==> config.mk <==
export PLATFORM = sky130hd
export DESIGN_NAME = port_binding_table_with_aging_core_flat
export DESIGN_NICKNAME = d
export VERILOG_FILES = /design/src/hw/rtl/pbt_pkg.sv /design/src/hw/rtl/pbt_if.sv /design/src/hw/rtl/pbt_mem.sv /design/src/hw/rtl/pbt_engine.sv /design/src/hw/rtl/port_binding_table_with_aging_core.sv /design/src/flat_wrapper.sv
export VERILOG_INCLUDE_DIRS = /design/src /design/src/hw/rtl
export SDC_FILE = /design/constraint.sdc
export NUM_CORES = 1
export LEC_CHECK = 0
export BUFFER_PORTS_ARGS = -buffer_cell sky130_fd_sc_hd__buf_2
export CAP_MARGIN = 10
export CORE_MARGIN = 2
export CORE_UTILIZATION = 56
export DETAILED_ROUTE_END_ITERATION = 8
export PLACE_DENSITY = 0.84
export REMOVE_ABC_BUFFERS = 1
export SYNTH_ARGS = -nofsm -noshare
export SYNTH_HDL_FRONTEND = slang
export SYNTH_HIERARCHICAL = 1
export SYNTH_SLANG_ARGS = --single-unit
==> constraint.sdc <==
create_clock -name clk -period 12.5 [get_ports clk]
set_clock_uncertainty 0.05 [all_clocks]
set_input_delay 0.625 -clock clk [delete_from_list [all_inputs] [get_ports clk]]
set_output_delay 0.625 -clock clk [all_outputs]
set_load 0.01 [all_outputs]
==> src/hw/rtl/assert_macros.svh <==
// Assertion macros of the port binding table RTL.
`ifndef ASSERT_MACROS_SVH
`define ASSERT_MACROS_SVH

// Check a property on every clock edge outside reset.
`define PBT_ASSERT(label, prop, msg) \
  label: assert property (@(posedge clk) disable iff (!rst_n) (prop)) \
    else $error(msg);

// Check that a condition implies another in the next cycle.
`define PBT_ASSERT_NEXT(label, ante, cons, msg) \
  label: assert property (@(posedge clk) disable iff (!rst_n) (ante) |=> (cons)) \
    else $error(msg);

`endif

==> src/hw/rtl/pbt_pkg.sv <==
// Shared types and constants of the port binding table.
package pbt_pkg;

  localparam int ENTRIES_DEF = 16;

  localparam logic [31:0] EXPIRE_RST    = 32'd600;
  localparam logic [15:0] BASE_PORT_RST = 16'd8081;

  typedef enum logic [1:0] {
    ST_IDLE,
    ST_SCAN,
    ST_FIN
  } state_t;

  localparam logic [2:0] STAT_REFRESHED = 3'd0;
  localparam logic [2:0] STAT_ALLOCATED = 3'd1;
  localparam logic [2:0] STAT_FULL      = 3'd2;
  localparam logic [2:0] STAT_EXPIRED   = 3'd3;
  localparam logic [2:0] STAT_DONE      = 3'd4;

  localparam logic MODE_ADD  = 1'b0;
  localparam logic MODE_TICK = 1'b1;

  localparam logic REG_EXPIRE = 1'b0;
  localparam logic REG_BASE   = 1'b1;

  typedef struct packed {
    logic [31:0] address;
    logic [31:0] stamp;
  } slot_rec_t;

  typedef struct packed {
    logic [31:0] expire_seconds;
    logic [15:0] base_port;
  } cfg_t;

endpackage

==> src/hw/rtl/pbt_if.sv <==
// Request and result channel interfaces of the port binding table.
interface pbt_in_if;
  logic        valid;
  logic        ready;
  logic        mode;
  logic [31:0] client_address;
  logic [31:0] current_time;

  modport source(output valid, mode, client_address, current_time, input ready);
  modport sink(input valid, mode, client_address, current_time, output ready);
endinterface

interface pbt_out_if;
  logic        valid;
  logic        ready;
  logic [2:0]  status;
  logic [15:0] port_number;
  logic [31:0] entry_address;
  logic [3:0]  slot_index;
  logic        last;

  modport source(output valid, status, port_number, entry_address, slot_index, last,
                 input ready);
  modport sink(input valid, status, port_number, entry_address, slot_index, last,
               output ready);
endinterface

==> src/hw/rtl/pbt_mem.sv <==
// Slot memory: client address and time stamp per slot, registered read.
module pbt_mem #(
  parameter int DEPTH = pbt_pkg::ENTRIES_DEF,
  parameter int AW    = 4
) (
  input  logic                clk,
  input  logic                we,
  input  logic [AW-1:0]       waddr,
  input  pbt_pkg::slot_rec_t  wdata,
  input  logic                re,
  input  logic [AW-1:0]       raddr,
  output pbt_pkg::slot_rec_t  rdata
);

  pbt_pkg::slot_rec_t mem [DEPTH];
  pbt_pkg::slot_rec_t rdata_r;

  always_ff @(posedge clk) begin
    if (we) begin
      mem[waddr] <= wdata;
    end
  end

  always_ff @(posedge clk) begin
    if (re) begin
      rdata_r <= mem[raddr];
    end
  end

  assign rdata = rdata_r;

endmodule

==> src/hw/rtl/pbt_engine.sv <==
// Slot walker: read-modify-write sequencer over the slot memory, valid bits, result register.
`include "assert_macros.svh"

module pbt_engine #(
  parameter int ENTRIES = pbt_pkg::ENTRIES_DEF,
  parameter int IDX_W   = 4,
  parameter int CNT_W   = 5
) (
  input  logic               clk,
  input  logic               rst_n,
  input  pbt_pkg::cfg_t      cfg,
  pbt_in_if.sink             in_chan,
  pbt_out_if.source          out_chan,
  output logic               mem_we,
  output logic [IDX_W-1:0]   mem_waddr,
  output pbt_pkg::slot_rec_t mem_wdata,
  output logic               mem_re,
  output logic [IDX_W-1:0]   mem_raddr,
  input  pbt_pkg::slot_rec_t mem_rdata
);

  pbt_pkg::state_t state_r, state_nxt;

  logic              mode_r;
  logic [31:0]       addr_r;
  logic [31:0]       now_r;
  logic [CNT_W-1:0]  rd_idx_r;
  logic              ev_vld_r;
  logic [IDX_W-1:0]  ev_idx_r;
  logic              free_found_r;
  logic [IDX_W-1:0]  free_idx_r;
  logic [ENTRIES-1:0] valid_r;

  logic        out_vld_r;
  logic [2:0]  out_status_r;
  logic [15:0] out_port_r;
  logic [31:0] out_addr_r;
  logic [3:0]  out_slot_r;
  logic        out_last_r;

  logic        in_ready;
  logic        issue;
  logic        out_room;
  logic        ev_valid_bit;
  logic        hit;
  logic        expired;
  logic [31:0] age;
  logic        need_out;
  logic        stall;
  logic        advance;
  logic        out_load;
  logic        clear_valid;
  logic        set_valid;
  logic [2:0]  status_nxt;
  logic [15:0] port_nxt;
  logic [31:0] addr_nxt;
  logic [3:0]  slot_nxt;
  logic        last_nxt;

  assign issue        = (rd_idx_r != CNT_W'(ENTRIES));
  assign out_room     = !out_vld_r || out_chan.ready;
  assign ev_valid_bit = valid_r[ev_idx_r];
  assign age          = now_r - mem_rdata.stamp;
  assign hit          = ev_vld_r && ev_valid_bit && (mem_rdata.address == addr_r);
  assign expired      = ev_vld_r && ev_valid_bit && (age > cfg.expire_seconds);
  assign need_out     = (mode_r == pbt_pkg::MODE_TICK) ? expired : hit;
  assign stall        = need_out && !out_room;

  // Next state
  always_comb begin
    state_nxt = state_r;
    unique case (state_r)
      pbt_pkg::ST_IDLE: begin
        if (in_chan.valid) begin
          state_nxt = pbt_pkg::ST_SCAN;
        end
      end
      pbt_pkg::ST_SCAN: begin
        if (mode_r == pbt_pkg::MODE_ADD && hit && !stall) begin
          state_nxt = pbt_pkg::ST_IDLE;
        end else if (!ev_vld_r && !issue) begin
          state_nxt = pbt_pkg::ST_FIN;
        end
      end
      pbt_pkg::ST_FIN: begin
        if (out_room) begin
          state_nxt = pbt_pkg::ST_IDLE;
        end
      end
      default: state_nxt = pbt_pkg::ST_IDLE;
    endcase
  end

  // Controls and result word
  always_comb begin
    in_ready    = 1'b0;
    advance     = 1'b0;
    mem_we      = 1'b0;
    mem_waddr   = ev_idx_r;
    mem_wdata   = '{address: addr_r, stamp: now_r};
    out_load    = 1'b0;
    clear_valid = 1'b0;
    set_valid   = 1'b0;
    status_nxt  = pbt_pkg::STAT_DONE;
    port_nxt    = cfg.base_port + 16'(ev_idx_r);
    addr_nxt    = addr_r;
    slot_nxt    = 4'(ev_idx_r);
    last_nxt    = 1'b1;
    unique case (state_r)
      pbt_pkg::ST_IDLE: begin
        in_ready = 1'b1;
      end
      pbt_pkg::ST_SCAN: begin
        advance = !stall;
        if (!stall && need_out) begin
          out_load = 1'b1;
          case (mode_r)
            pbt_pkg::MODE_TICK: begin
              status_nxt  = pbt_pkg::STAT_EXPIRED;
              addr_nxt    = mem_rdata.address;
              last_nxt    = 1'b0;
              clear_valid = 1'b1;
            end
            default: begin
              status_nxt = pbt_pkg::STAT_REFRESHED;
              mem_we     = 1'b1;
            end
          endcase
        end
      end
      pbt_pkg::ST_FIN: begin
        if (out_room) begin
          out_load = 1'b1;
          if (mode_r == pbt_pkg::MODE_TICK) begin
            status_nxt = pbt_pkg::STAT_DONE;
            port_nxt   = '0;
            addr_nxt   = '0;
            slot_nxt   = '0;
          end else if (free_found_r) begin
            status_nxt = pbt_pkg::STAT_ALLOCATED;
            port_nxt   = cfg.base_port + 16'(free_idx_r);
            slot_nxt   = 4'(free_idx_r);
            mem_we     = 1'b1;
            mem_waddr  = free_idx_r;
            set_valid  = 1'b1;
          end else begin
            status_nxt = pbt_pkg::STAT_FULL;
            port_nxt   = '0;
            slot_nxt   = '0;
          end
        end
      end
      default: ;
    endcase
  end

  assign mem_re    = advance && issue;
  assign mem_raddr = rd_idx_r[IDX_W-1:0];

  always_ff @(posedge clk) begin
    if (!rst_n) begin
      state_r      <= pbt_pkg::ST_IDLE;
      rd_idx_r     <= '0;
      ev_vld_r     <= 1'b0;
      free_found_r <= 1'b0;
      valid_r      <= '0;
      out_vld_r    <= 1'b0;
    end else begin
      state_r <= state_nxt;
      if (in_chan.valid && in_ready) begin
        rd_idx_r     <= '0;
        ev_vld_r     <= 1'b0;
        free_found_r <= 1'b0;
      end
      // advance the read pipeline one slot
      if (advance) begin
        ev_vld_r <= issue;
        if (issue) begin
          rd_idx_r <= rd_idx_r + CNT_W'(1);
        end
        if (ev_vld_r && mode_r == pbt_pkg::MODE_ADD && !ev_valid_bit && !free_found_r) begin
          free_found_r <= 1'b1;
        end
      end
      if (clear_valid) begin
        valid_r[ev_idx_r] <= 1'b0;
      end
      if (set_valid) begin
        valid_r[free_idx_r] <= 1'b1;
      end
      if (out_load) begin
        out_vld_r <= 1'b1;
      end else if (out_chan.ready) begin
        out_vld_r <= 1'b0;
      end
    end
  end

  always_ff @(posedge clk) begin
    if (in_chan.valid && in_ready) begin
      mode_r <= in_chan.mode;
      addr_r <= in_chan.client_address;
      now_r  <= in_chan.current_time;
    end
    if (advance) begin
      ev_idx_r <= rd_idx_r[IDX_W-1:0];
      // hold the lowest free slot seen so far
      if (ev_vld_r && mode_r == pbt_pkg::MODE_ADD && !ev_valid_bit && !free_found_r) begin
        free_idx_r <= ev_idx_r;
      end
    end
    if (out_load) begin
      out_status_r <= status_nxt;
      out_port_r   <= port_nxt;
      out_addr_r   <= addr_nxt;
      out_slot_r   <= slot_nxt;
      out_last_r   <= last_nxt;
    end
  end

  assign in_chan.ready          = in_ready;
  assign out_chan.valid         = out_vld_r;
  assign out_chan.status        = out_status_r;
  assign out_chan.port_number   = out_port_r;
  assign out_chan.entry_address = out_addr_r;
  assign out_chan.slot_index    = out_slot_r;
  assign out_chan.last          = out_last_r;

  `PBT_ASSERT(a_no_overwrite, out_load |-> (!out_vld_r || out_chan.ready), "result word overwritten")
  `PBT_ASSERT(a_last_only_expired, (out_vld_r && !out_last_r) |-> (out_status_r == pbt_pkg::STAT_EXPIRED), "non-final word with wrong status")
  `PBT_ASSERT(a_tick_no_write, mem_we |-> (mode_r == pbt_pkg::MODE_ADD), "tick wrote slot memory")
  `PBT_ASSERT(a_fin_after_walk, (state_r == pbt_pkg::ST_FIN) |-> (rd_idx_r == CNT_W'(ENTRIES) && !ev_vld_r), "finish before walk ended")
  `PBT_ASSERT_NEXT(a_alloc_valid, set_valid, valid_r[$past(free_idx_r)], "allocated slot not valid")

endmodule

==> src/hw/rtl/port_binding_table_with_aging_core.sv <==
// Top level of the port binding table with aging: APB registers, slot memory, walker.
//
// An add word walks every slot unless a refresh hits, which ends its walk early; a tick
// word walks every slot. Either kind waits while the result side stalls. The walker reads
// one slot of the slot memory per cycle through its single read port while the result
// side does not stall it. A new word is accepted once the previous one has placed its
// last result in the output register. Valid bits live in flip-flops cleared by reset,
// so no clearing pass runs.
module port_binding_table_with_aging_core #(
  parameter int ENTRIES = pbt_pkg::ENTRIES_DEF
) (
  input  logic        clk,
  input  logic        rst_n,
  pbt_in_if.sink      in_chan,
  pbt_out_if.source   out_chan,
  input  logic        psel,
  input  logic        penable,
  input  logic        pwrite,
  input  logic [2:0]  paddr,
  input  logic [31:0] pwdata,
  output logic [31:0] prdata,
  output logic        pready
);

  localparam int IDX_W = (ENTRIES > 1) ? $clog2(ENTRIES) : 1;
  localparam int CNT_W = $clog2(ENTRIES + 1);

  pbt_pkg::cfg_t      cfg_r;
  logic               mem_we;
  logic [IDX_W-1:0]   mem_waddr;
  pbt_pkg::slot_rec_t mem_wdata;
  logic               mem_re;
  logic [IDX_W-1:0]   mem_raddr;
  pbt_pkg::slot_rec_t mem_rdata;
  logic               cfg_wr;

  assign pready = 1'b1;
  assign cfg_wr = psel && penable && pwrite && pready;

  always_ff @(posedge clk) begin
    if (!rst_n) begin
      cfg_r.expire_seconds <= pbt_pkg::EXPIRE_RST;
      cfg_r.base_port      <= pbt_pkg::BASE_PORT_RST;
    end else if (cfg_wr) begin
      unique case (paddr[2])
        pbt_pkg::REG_EXPIRE: cfg_r.expire_seconds <= pwdata;
        pbt_pkg::REG_BASE:   cfg_r.base_port      <= pwdata[15:0];
        default: ;
      endcase
    end
  end

  always_comb begin
    unique case (paddr[2])
      pbt_pkg::REG_EXPIRE: prdata = cfg_r.expire_seconds;
      pbt_pkg::REG_BASE:   prdata = {16'd0, cfg_r.base_port};
      default:             prdata = '0;
    endcase
  end

  pbt_mem #(
    .DEPTH (ENTRIES),
    .AW    (IDX_W)
  ) u_mem (
    .clk   (clk),
    .we    (mem_we),
    .waddr (mem_waddr),
    .wdata (mem_wdata),
    .re    (mem_re),
    .raddr (mem_raddr),
    .rdata (mem_rdata)
  );

  pbt_engine #(
    .ENTRIES (ENTRIES),
    .IDX_W   (IDX_W),
    .CNT_W   (CNT_W)
  ) u_engine (
    .clk       (clk),
    .rst_n     (rst_n),
    .cfg       (cfg_r),
    .in_chan   (in_chan),
    .out_chan  (out_chan),
    .mem_we    (mem_we),
    .mem_waddr (mem_waddr),
    .mem_wdata (mem_wdata),
    .mem_re    (mem_re),
    .mem_raddr (mem_raddr),
    .mem_rdata (mem_rdata)
  );

endmodule

==> src/flat_wrapper.sv <==
// flat-port wrapper written by rule: the top's interface ports become plain ports
module port_binding_table_with_aging_core_flat 
#(
  parameter int ENTRIES = pbt_pkg::ENTRIES_DEF
)
  (clk, rst_n, psel, penable, pwrite, paddr, pwdata, prdata, pready, in_chan_valid, in_chan_mode, in_chan_client_address, in_chan_current_time, in_chan_ready, out_chan_valid, out_chan_status, out_chan_port_number, out_chan_entry_address, out_chan_slot_index, out_chan_last, out_chan_ready);
  pbt_in_if in_chan_i ();
  pbt_out_if out_chan_i ();
  input  logic clk;
  input  logic rst_n;
  input  logic psel;
  input  logic penable;
  input  logic pwrite;
  input  logic [2:0] paddr;
  input  logic [31:0] pwdata;
  output logic [31:0] prdata;
  output logic pready;
  input wire logic [$bits(in_chan_i.valid)-1:0] in_chan_valid;
  input wire logic [$bits(in_chan_i.mode)-1:0] in_chan_mode;
  input wire logic [$bits(in_chan_i.client_address)-1:0] in_chan_client_address;
  input wire logic [$bits(in_chan_i.current_time)-1:0] in_chan_current_time;
  output wire logic [$bits(in_chan_i.ready)-1:0] in_chan_ready;
  output wire logic [$bits(out_chan_i.valid)-1:0] out_chan_valid;
  output wire logic [$bits(out_chan_i.status)-1:0] out_chan_status;
  output wire logic [$bits(out_chan_i.port_number)-1:0] out_chan_port_number;
  output wire logic [$bits(out_chan_i.entry_address)-1:0] out_chan_entry_address;
  output wire logic [$bits(out_chan_i.slot_index)-1:0] out_chan_slot_index;
  output wire logic [$bits(out_chan_i.last)-1:0] out_chan_last;
  input wire logic [$bits(out_chan_i.ready)-1:0] out_chan_ready;
  assign in_chan_i.valid = in_chan_valid;
  assign in_chan_i.mode = in_chan_mode;
  assign in_chan_i.client_address = in_chan_client_address;
  assign in_chan_i.current_time = in_chan_current_time;
  assign in_chan_ready = in_chan_i.ready;
  assign out_chan_valid = out_chan_i.valid;
  assign out_chan_status = out_chan_i.status;
  assign out_chan_port_number = out_chan_i.port_number;
  assign out_chan_entry_address = out_chan_i.entry_address;
  assign out_chan_slot_index = out_chan_i.slot_index;
  assign out_chan_last = out_chan_i.last;
  assign out_chan_i.ready = out_chan_ready;
  port_binding_table_with_aging_core #(.ENTRIES(ENTRIES)) u_core (.clk(clk), .rst_n(rst_n), .in_chan(in_chan_i), .out_chan(out_chan_i), .psel(psel), .penable(penable), .pwrite(pwrite), .paddr(paddr), .pwdata(pwdata), .prdata(prdata), .pready(pready));
endmodule
==> flow_summary.ini <==
[clock_tree]
cts_inserted_buffers = 120
tritoncts = built
cts-root-buf = clkbuf_16
hold_buffers = 13
cts.sinks = 1291
cts_setup_buffers = 0
cts.repair.resized = 0
cts.htree.levels = 3
clk_latency_ns = 0.72
clockBufferDepth = 3
clkTransAtPathRegs_ns = 0.06

[layout]
nets = 3209
drive_above_1_share_pct = 23.5
fin_area_sq_um = 58400
n_fill_cell = 5836
syn2layout_area_growth_pct = 12.4
regArea_sq_um = 38000
antenna_cells = 0
multiInputGateArea_sq_um = 13100

[routing]
vias = 29300
via_per_inst = 6.71
drt_iter0_drc = 4105
wl_um = 134000
dr.pass1.iters = 5
ant_nets = 0
wl_per_cell_um = 30.6
drc_errors = 0

[yosys]
synth-seq-cells = 1291
yosysWarnings = 6
netlist_area_sq_um = 52000
synth_compound_area_share_pct = 5.28
syn_inst = 2797
synthAdderAreaFrac_pct = 1.94
ys_seq_area_share_pct = 73.1
synth_mux_area_share_pct = 12.6
synth_top_family_by_area = multiplexers
synthSimpleGateAreaFrac_pct = 3.95
synth_edf_count = 1217
synthXorXnorAreaFrac_pct = 1.04
synth.distinct_cells = 75
synth_area_per_cell_sq_um = 18.6
synthArstFlopShare_pct = 0
synth_ff_type = edfxtp_1

[die]
start_util_pct = 56.7
ioPinCount = 198
dieWidth_um = 309
num_rows = 111
core_sq_um = 91800
die_y_um = 309
fp.dieArea_sq_um = 95300

[setup_path]
startpoint_type = flop
critPathCaptureType = flop
critical_path_required_ns = 12.78
crit_arrival_ns = 8.81
critical_path_class = flop to flop
r2r-start = u_core/u_engine/now_r[6]$_DFFE_PP_
path_max_fanout = 41
cp-startpoint = u_core/u_engine/now_r[6]$_DFFE_PP_

[hold_path]
min_from = in_chan_client_address[12]
hp-class = primary input to flop

[timing]
worst_slew_margin_rel_pct = 11.1
hold_viol = 0
rsz0062_at_grt = false
fmax_mhz = 117
min_period_ns = 8.53
finalMaxSlewViolations = 0
period_share_pct = 68.3
finalSetupViolations = 0
setup_tns_ns = 0
worst_pin_slew_ns = 1.33
setup_ws_ns = 3.97

[flow_run]
maxCapViolCount = 0

[pwr]
power_density_nw_per_um2 = 163
peakVddDrop_mv = 0.150
power_leakage_uw = 0.0190

[placed_design]
hpwlAfterDp_um = 68000
placed_area_sq_um = 54300
dp_slack_ns = 4.26
port_buffers = 194
place_congestion = 0.901

[global_routing]
first_global_vias = 29800
grt_overflow = 0
grt_pass1_wl_um = 194000
antenna_found_initial = 1
grt_max_degree = 156
gr-usage-all-layers_pct = 28.1

[run_status]
status = completed
-- critical path: stages, from the launching register on --
cell	delay [ns]
edfxtp_1	0.64
ha_1	0.51
a2111oi_0	0.52
nor3_1	0.09
o21a_1	0.14
o21ai_0	0.36
o21ai_1	0.24
a21oi_1	0.29
o31a_1	0.29
o21ai_0	0.19
xnor2_1	0.16
ha_1	0.30
nand4_1	0.10
or2_2	0.31
nor4_1	0.46
a221oi_2	0.15
o221ai_1	0.36
nand3_1	0.25
a21oi_1	0.35
nand3b_1	0.35
nor2_4	1.11
buf_4	0.87
-- layout by cell type (no fill, tap or decap), drive strengths merged, types with 41 or more instances in the layout --
| master | synthesis | final |
|---|---|---|
| edfxtp | 1217 | 1217 |
| mux4 | 260 | 260 |
| buf | 71 | 231 |
| nand2 | 179 | 179 |
| clkbuf | 69 | 148 |
| a22oi | 132 | 132 |
| inv | 81 | 82 |
| ha | 76 | 76 |
| dfxtp | 74 | 74 |
| a21oi | 66 | 66 |
| clkinv | 1 | 60 |
| nor2 | 58 | 58 |
| o21ai | 55 | 55 |
| nor2b | 54 | 54 |
| mux2i | 52 | 52 |
| xor2 | 41 | 41 |
-- layout make-up --
cell class	count	share of cell area, %
clock buffers	148	5.35
multi-input cells	1284	22.4
well taps	1243	2.66
inverters	82	0.533
repair buffers	244	2.43
clock inverters	79	1.56
flip-flops and latches	1291	65.1
-- sequential cells by signal, summed over array words and instances, names as in the netlist --
name	flops
u_core/u_engine/addr_r	32
u_core/u_mem/rdata	64
u_core/u_engine/mode_r	1
u_core/u_engine/out_chan.entry_address	32
u_core/u_engine/out_chan.last	1
u_core/u_mem/mem	1024
u_core/u_engine/ev_idx_r	4
u_core/cfg_r	48
u_core/u_engine/out_chan.valid	1
u_core/u_engine/free_found_r	1
u_core/u_engine/out_chan.slot_index	4
u_core/u_engine/rd_idx_r	5
u_core/u_engine/now_r	32
u_core/u_engine/ev_vld_r	1
u_core/u_engine/out_chan.status	3
u_core/u_engine/free_idx_r	4
u_core/u_engine/out_chan.port_number	16
u_core/u_engine/state_r	2
u_core/u_engine/valid_r	16
-- final timing paths --
check / cells past startpoint / slack [ns] / endpoint
worst min-delay path: 1 / 0.03 / u_core/u_engine/addr_r[12]$_DFFE_PP_
worst max-delay path: 21 / 3.97 / u_core/u_mem/mem[10][32]$_DFFE_PP_
worst min register to register: 2 / 0.42 / u_core/u_engine/valid_r[11]$_SDFF_PN0_
worst max register to register: 21 / 3.97 / u_core/u_mem/mem[10][32]$_DFFE_PP_
-- routing by layer --
metal	part of all wire [%]	GRT usage (%)	vias up
met4	4.6	12.4	0
met3	11	4.97	423
met1	35	37.0	14900
met5	0	0	-
li1	-	-	11700
met2	49	46.4	2313
-- Yosys cell counts, types with 12 or more instances --
| library cell | count | share of area, % |
|---|---|---|
| nand2_1 | 177 | 1.3 |
| a32o_1 | 32 | 0.62 |
| buf_6 | 16 | 0.35 |
| nor3_1 | 24 | 0.23 |
| buf_4 | 12 | 0.17 |
| inv_1 | 81 | 0.58 |
| mux2i_1 | 52 | 1.0 |
| clkbuf_1 | 69 | 0.50 |
| dfxtp_1 | 74 | 2.8 |
| a31oi_1 | 15 | 0.18 |
| mux4_2 | 257 | 11 |
| xor2_1 | 41 | 0.69 |
| a21o_1 | 25 | 0.36 |
| nor2b_1 | 54 | 0.65 |
| nor2_1 | 58 | 0.42 |
| a22oi_1 | 132 | 1.9 |
| nand4_1 | 16 | 0.19 |
| mux2_2 | 16 | 0.35 |
| xnor2_1 | 21 | 0.35 |
| a21oi_1 | 66 | 0.64 |
| o21ai_0 | 52 | 0.50 |
| buf_2 | 25 | 0.24 |
| ha_1 | 76 | 1.8 |
| edfxtp_1 | 1217 | 70 |
| buf_1 | 15 | 0.11 |
| nand3_1 | 24 | 0.23 |
| nand2b_1 | 15 | 0.18 |
-- stage by stage --
stage          instances  hold WS, ns  util (%)  total power, uW
3_3_place_gp        4131        0.403      59.1             5790
2_1_floorplan       2657        0.388         -             5680
3_5_place_dp        4131        0.415      59.1             5830
6_report            4371       0.0307      63.7             9520
5_1_grt             4371       0.0140      63.7             9780
4_1_cts             4371     0.000284      63.7             9550
-- cells by family after synthesis --
| kind of cell | count (synthesis) |
|---|---|
| DFF | 1291 |
| adders and majority gates | 79 |
| buffers and inverters | 222 |
| xor gates and xnor gates | 62 |
| and+or+nand+nor | 424 |
| muxes | 328 |
| AOI/OAI and AO/OA | 390 |
| other | 1 |
-- report_power, final --
group / switching, uW / leakage [uW] / internal, uW
Sequential: 128 / 0.0116 / 4850
Clock: 1620 / 0.00197 / 2120
Combinational: 447 / 0.00547 / 354
Total: 2200 / 0.0190 / 7320
Note: power is estimated with default switching activity, not from simulation.
